**src/design/aarp_pkg.sv**
```systemverilog
`timescale 1ns / 1ps
// ============================================================================
// aarp_pkg
// Shared widths, constants, transaction types and helper functions for the
// point rotation core.
// ============================================================================
package aarp_pkg;

    localparam int TRIG_STAGES_DEF = 16;
    localparam int ATAN_ENTRIES    = 24;
    localparam int XY_W            = 34;

    localparam logic signed [XY_W-1:0] CORDIC_START = 34'sd652032874;
    localparam logic signed [XY_W-1:0] ONE_Q30      = 34'sd1073741824;
    localparam logic [32:0]            TWO_PI_Q46   = 33'd6746518852;

    typedef struct packed {
        logic [2:0][31:0] p;
        logic [2:0][31:0] o;
        logic [2:0][15:0] u;
        logic [5:0][31:0] uu;
        logic [1:0]       quad;
        logic             deg;
    } t_carry;

    typedef struct packed {
        logic [8:0][31:0] m;
        logic [2:0][31:0] p;
        logic [2:0][31:0] o;
        logic             deg;
    } t_mat;

    function automatic logic [31:0] atan_q30(input int idx);
        logic [31:0] v;
        case (idx)
            0:  v = 32'h3243F6A8;
            1:  v = 32'h1DAC6705;
            2:  v = 32'h0FADBAFC;
            3:  v = 32'h07F56EA6;
            4:  v = 32'h03FEAB76;
            5:  v = 32'h01FFD55B;
            6:  v = 32'h00FFFAAA;
            7:  v = 32'h007FFF55;
            8:  v = 32'h003FFFEA;
            9:  v = 32'h001FFFFD;
            10: v = 32'h000FFFFF;
            11: v = 32'h0007FFFF;
            12: v = 32'h0003FFFF;
            13: v = 32'h0001FFFF;
            14: v = 32'h0000FFFF;
            15: v = 32'h00007FFF;
            16: v = 32'h00003FFF;
            17: v = 32'h00001FFF;
            18: v = 32'h00000FFF;
            19: v = 32'h000007FF;
            20: v = 32'h000003FF;
            21: v = 32'h000001FF;
            22: v = 32'h000000FF;
            23: v = 32'h0000007F;
            default: v = 32'h00000000;
        endcase
        return v;
    endfunction

    function automatic logic signed [67:0] rnd68(input logic signed [67:0] v, input int n);
        logic signed [67:0] h;
        h = v >>> (n - 1);
        return (h + 68'sd1) >>> 1;
    endfunction

    function automatic logic [31:0] clamp_entry(input logic signed [39:0] v);
        logic [31:0] r;
        if (v > 40'sd2147483647) begin
            r = 32'h7FFFFFFF;
        end else if (v < -40'sd2147483647) begin
            r = 32'h80000001;
        end else begin
            r = v[31:0];
        end
        return r;
    endfunction

endpackage

```
**src/design/aarp_cordic_cell.sv**
```systemverilog
`timescale 1ns / 1ps
// ============================================================================
// aarp_cordic_cell
// One rotation-mode CORDIC micro-rotation with a fixed shift, registered,
// passing the transaction payload to the next cell.
// ============================================================================
module aarp_cordic_cell #(
    parameter int STAGE = 0
) (
    input  logic                               i_clk,
    input  logic                               i_rst_n,
    input  logic                               i_valid,
    input  logic signed [aarp_pkg::XY_W-1:0]   i_x,
    input  logic signed [aarp_pkg::XY_W-1:0]   i_y,
    input  logic signed [aarp_pkg::XY_W-1:0]   i_z,
    input  aarp_pkg::t_carry                   i_carry,
    output logic                               o_valid,
    output logic signed [aarp_pkg::XY_W-1:0]   o_x,
    output logic signed [aarp_pkg::XY_W-1:0]   o_y,
    output logic signed [aarp_pkg::XY_W-1:0]   o_z,
    output aarp_pkg::t_carry                   o_carry
);
    import aarp_pkg::*;

    localparam logic signed [XY_W-1:0] ATAN = $signed({2'b00, atan_q30(STAGE)});

    logic                   r_valid;
    logic signed [XY_W-1:0] r_x, r_y, r_z;
    logic signed [XY_W-1:0] n_x, n_y, n_z;
    t_carry                 r_carry;

    always_comb begin
        if (!i_z[XY_W-1]) begin
            n_x = i_x - (i_y >>> STAGE);
            n_y = i_y + (i_x >>> STAGE);
            n_z = i_z - ATAN;
        end else begin
            n_x = i_x + (i_y >>> STAGE);
            n_y = i_y - (i_x >>> STAGE);
            n_z = i_z + ATAN;
        end
    end

    always_ff @(posedge i_clk) begin
        if (!i_rst_n) begin
            r_valid <= 1'b0;
        end else begin
            r_valid <= i_valid;
        end
    end

    always_ff @(posedge i_clk) begin
        r_x     <= n_x;
        r_y     <= n_y;
        r_z     <= n_z;
        r_carry <= i_carry;
    end

    assign o_valid = r_valid;
    assign o_x     = r_x;
    assign o_y     = r_y;
    assign o_z     = r_z;
    assign o_carry = r_carry;

endmodule

```
**config.mk**
```make
export PLATFORM = sky130hd
export DESIGN_NAME = aarp_cordic_cell
export DESIGN_NICKNAME = d
export VERILOG_FILES = /design/src/design/aarp_pkg.sv /design/src/design/aarp_cordic_cell.sv
export SDC_FILE = /design/constraint.sdc
export NUM_CORES = 1
export LEC_CHECK = 0
export BUFFER_PORTS_ARGS = -buffer_cell sky130_fd_sc_hd__clkbuf_2
export CAP_MARGIN = 20
export CORE_AREA = 2 2 414 416
export CTS_CLUSTER_DIAMETER = 150
export DETAILED_ROUTE_END_ITERATION = 7
export DIE_AREA = 0 0 416 418
export GPL_TIMING_DRIVEN = 0
export PLACE_DENSITY = 0.32
export SETUP_SLACK_MARGIN = 0.1
export SLEW_MARGIN = 20
export SYNTH_ARGS = -nofsm -noshare
export SYNTH_HDL_FRONTEND = slang
export SYNTH_SLANG_ARGS = --single-unit
export TNS_END_PERCENT = 100
```
**constraint.sdc**
```tcl
create_clock -name i_clk -period 5.7 [get_ports i_clk]
set_clock_uncertainty 0.15 [all_clocks]
set_input_delay 0.285 -clock i_clk [delete_from_list [all_inputs] [get_ports i_clk]]
set_output_delay 0.285 -clock i_clk [all_outputs]
set_load 0.005 [all_outputs]
```
==> results by stage <==
Outcome:
- The run finished with clean final reports.

Synth:
- The library cell with the largest summed area after synthesis is sky130_fd_sc_hd__dfxtp_1.
- The total number of yosys warnings is 0.
- Summing the sequential cell areas from Yosys gives 60.83% of the chip area.
- The basic-gate share of the synthesized area counting and, or, nand and nor cells is just under 7%.
- The share of cell area taken by muxes after synthesis is 1.246%.
- The post-synth net total is approximately 2200.
- After technology mapping, the gate count stands at between 1500 and 2000.
- By area the synthesized netlist is led by sky130_fd_sc_hd__dfxtp_1 61%, sky130_fd_sc_hd__ha_1 9.1%, sky130_fd_sc_hd__a21oi_1 3.8%.
- In this run, synthesis produced a sequential element count of about 540.
- The mean instance size in the synthesized netlist is 11.30 um^2.
- The number of distinct library cells after synthesis is between 60 and 70.
- The share of synthesized cell area in full adder, half adder and majority cells is a little under a tenth.
- The complex-gate fraction of the synthesized area is ~14%.
- The area share of xor/xnor cells in the synthesized design is 4.510%.
- The most used flip-flop cell after synthesis is sky130_fd_sc_hd__dfxtp_1.
- The top-area cell type share of the netlist area is around three fifths.
- Yosys mapped a number of flops with a built-in enable equal to 0.
- The combined area of all synthesized cells is ~18000 um^2.
- The proportion of synthesized flip-flops having asynchronous set or reset is 0%.
- The dominant combinational cell family by area after synthesis is compound AO/OA/AOI/OAI gates.

Timing:
- The final worst-path cycle share is between 80 and 90%.
- Setup repair after global routing left no endpoint under its margin.
- Derived from the worst setup path, the maximum achievable clock frequency is around 200 MHz.
- The count of endpoints failing setup in the final report is 0.
- The minimum clock period after layout is approximately 5000 ps.
- The max-slew violation total from the final report is 0.
- The slew at the pin closest to its max-slew limit is 1087 ps.
- Measured against its own limit, the worst slew margin works out to around 28%.
- The hold violation total from the final report was 0.

Cells and area:
- Cells fill 19.72% of the core in the end.
- The top cell types in the final layout, fill and taps aside, are 1078 x sky130_fd_sc_hd__clkbuf_2, 537 x sky130_fd_sc_hd__dfxtp_1, 485 x sky130_fd_sc_hd__dlygate4sd3_1.
- The number of nets at the end of the flow is roughly 3900.
- The synthesis-to-layout area growth is 88.69%.
- The ratio of cells with drive above 1 in the final layout is 37.60%.
- The most common cell after layout, fill and taps aside is sky130_fd_sc_hd__clkbuf_2.

Power and ir drop:
- The part of the power in registers is 37.4%.
- In this run the static leakage power is between 15 and 20 nW.
- The part of the power in combinational logic is about a fifth.
- The power per standard cell area is 337.0 nW/um^2.
- The worst-case IR drop observed on VDD is about 0.17 mV.
- Summed over all nets, the switching power comes to about 3.3 mW.
- The overall power consumption is 11.24 mW.
- The switching portion of total power is ~30%.
- The share of total power in the clock network is about 44%.
- The internal portion of the total power is between 7 and 8 mW.

Routing:
- The wire length per cell after detailed routing is 27.20 um.
- The detailed router placed approximately 19000 vias in this run.
- The total iterations of the first detailed-routing run is 5.
- In this run the remaining antenna-violating nets after routing total 0.
- In the routed design, unresolved DRC markers number 0.
- The initial detailed-routing violation count is ~1000.
- The wire length after detailed routing is 150000 um.
- Dividing the detail-routed via count by the number of cells gives ~3.4.

Global route:
- Global routing consumed, over all layers together, 16.61% of the routing resources.
- The number of antenna violations at the first check in global routing is 119.
- The number of global-route vias before repair is ~19000.
- Entering global routing, the biggest net connects 20 pins.
- The first global-routing pass estimated about 190000 um of wire.
- For this run the aggregate overflow at the end of global routing stands at 0.

CTS:
- The maximum root-to-sink buffer count is 3.
- Gates resized during post-CTS repair numbered 0.
- Once the clock tree was built, the setup fixing pass inserted 0 buffers.
- The H-tree generated during clock tree synthesis spans 3 levels.
- TritonCTS built the clock tree.
- The number of buffers added by the clock tree synthesis step is just over 70.
- The cell at the root of the clock tree is sky130_fd_sc_hd__clkbuf_16.
- The CTS sink count is ~540.
- In this run, post-CTS hold repair placed slightly below 500 buffers.
- The clock edge transition at the registers on the reported setup and hold paths is ~60 ps.

Placement:
- The number of buffer cells added on primary ports is about 1100.
- The final weighted congestion of routability-driven global placement is a little over 0.9.
- The HPWL after detailed placement is 129500 um.

Setup path:
- The critical-path maximum fanout is 19.
- The endpoint class of the critical path is a register.
- The most critical setup path has its startpoint at i_z[33].
- The data arrival at the endpoint of the critical path is between 5000 and 6000 ps.
- The required time reported for the critical path endpoint is 6110 ps.
- The category of the most critical setup path is primary input to register.
- STA classifies the critical path startpoint as a primary input.

Die:
- The area inside the core boundary is roughly 170000 um^2.
- The initialized floorplan defines 151 standard-cell rows.
- The number of placed I/O pins is approximately 1100.
- The initial utilization of the core area, before any placement, comes to between 10% and 20%.
- Measured along the x axis, the die boundary spans around 420 um.
- The die area is between 150000 and 200000 um^2.
- The vertical die dimension is between 400 and 500 um.

Flow run:
- The number of max-cap violations is 0.

Hold path:
- The worst hold path begins at i_x[32].
- The tightest min-delay check is of the primary input to register type.
==> metrics by stage <==
step                      std cells  setup WS (ps)  hold slack, ps  TNS, ps  cell area, um^2
final                          5514          684.9           74.51        0            33340
after global routing           5491          403.9           68.00        0            33290
after CTS                      5473          730.4           5.993        0            33240
after detailed placement       4862          371.8           238.9        0            25890
after global placement         4859         -751.4           237.8    -5131            25840
after floorplan                1564           1977           162.7        0            17670
==> registers in the layout, summed over array words and instances, names as in the netlist <==
name,cells
o_valid,1
o_carry,435
o_x,33
o_z,34
o_y,34
==> worst max-delay path, stage by stage <==
cell and delay [ps]:
sky130_fd_sc_hd__clkbuf_2 390, sky130_fd_sc_hd__clkbuf_1 550, sky130_fd_sc_hd__inv_2 250, sky130_fd_sc_hd__clkbuf_2 340, sky130_fd_sc_hd__buf_12 240, sky130_fd_sc_hd__ha_1 410, sky130_fd_sc_hd__and4_1 260, sky130_fd_sc_hd__nand2_1 100
sky130_fd_sc_hd__nor2_1 120, sky130_fd_sc_hd__a21oi_1 70, sky130_fd_sc_hd__a21oi_1 290, sky130_fd_sc_hd__o32ai_1 180, sky130_fd_sc_hd__o21ai_0 490, sky130_fd_sc_hd__a31oi_1 260, sky130_fd_sc_hd__o31ai_1 450, sky130_fd_sc_hd__o31ai_1 100
sky130_fd_sc_hd__dlygate4sd3_1 550
==> kinds of logic (layout without fill, tap and decap cells) <==
group                    after synthesis  count (layout)
XOR/XNOR                              91              91
flip-flops                           537             537
other                                  0              41
adder cells (fa/ha/maj)              133             133
buffers and inverters                149            1840
AND/OR/NAND/NOR                      247             247
multiplexers                          22              22
AO/OA/AOI/OAI                        385             385
==> metal layers <==
metal / part of all wire (%) / global-route usage [%] / up-vias / wire [um]
met5: 0.11 / 0 / - / 163
met3: 6.3 / 4.081 / 207 / 9504
met2: 48 / 28.19 / 842 / 72120
met4: 4.2 / 6.780 / 24 / 6340
li1: - / - / 8650 / -
met1: 41 / 19.97 / 8931 / 61850
==> synth_stat cells, types with 5 or more instances <==
library cell,n
sky130_fd_sc_hd__clkbuf_1,30
sky130_fd_sc_hd__mux2i_1,22
sky130_fd_sc_hd__ha_1,129
sky130_fd_sc_hd__inv_1,103
sky130_fd_sc_hd__a221oi_1,7
sky130_fd_sc_hd__buf_2,7
sky130_fd_sc_hd__a31oi_1,8
sky130_fd_sc_hd__xor2_1,15
sky130_fd_sc_hd__xnor2_1,76
sky130_fd_sc_hd__o31ai_1,10
sky130_fd_sc_hd__nor2b_1,17
sky130_fd_sc_hd__nor2_1,90
sky130_fd_sc_hd__o21bai_1,27
sky130_fd_sc_hd__a211o_1,5
sky130_fd_sc_hd__a21o_1,41
sky130_fd_sc_hd__dfxtp_1,537
sky130_fd_sc_hd__nor3_1,22
sky130_fd_sc_hd__nand4_1,7
sky130_fd_sc_hd__nand3_1,12
sky130_fd_sc_hd__nand2b_1,13
sky130_fd_sc_hd__o21ai_0,75
sky130_fd_sc_hd__o21a_1,15
sky130_fd_sc_hd__o211ai_1,8
sky130_fd_sc_hd__a211oi_1,14
sky130_fd_sc_hd__nand2_1,51
sky130_fd_sc_hd__a21oi_1,133
sky130_fd_sc_hd__or3_1,9
==> power groups by stage <==
stage / sequential [mW] / combinational [mW] / clock, mW
detailed placement: 4.28 / 1.80 / 0
CTS: 4.21 / 2.17 / 5.12
global placement: 4.28 / 1.82 / 0
global route: 4.23 / 2.26 / 5.24
floorplan: 4.30 / 0.612 / 0
finish: 4.20 / 2.11 / 4.92
==> worst paths after layout <==
path	to	slack (ps)	cells past startpoint
worst max-delay path	o_z[33]$_DFF_P_	680	17
worst min-delay path	o_x[32]$_DFF_P_	70	4
==> area by class of cell <==
type	instances	area (um^2)
inverters	106	397.9
repair buffers	1565	10290
fillers	18790	135700
flip-flops and latches	537	10750
multi-input cells	878	6350
clock inverters	32	479.2
well taps	2218	2775
clock buffers	94	2014
diodes	41	102.6
plain buffers	43	183.9
(Power assumes the default switching activity.)
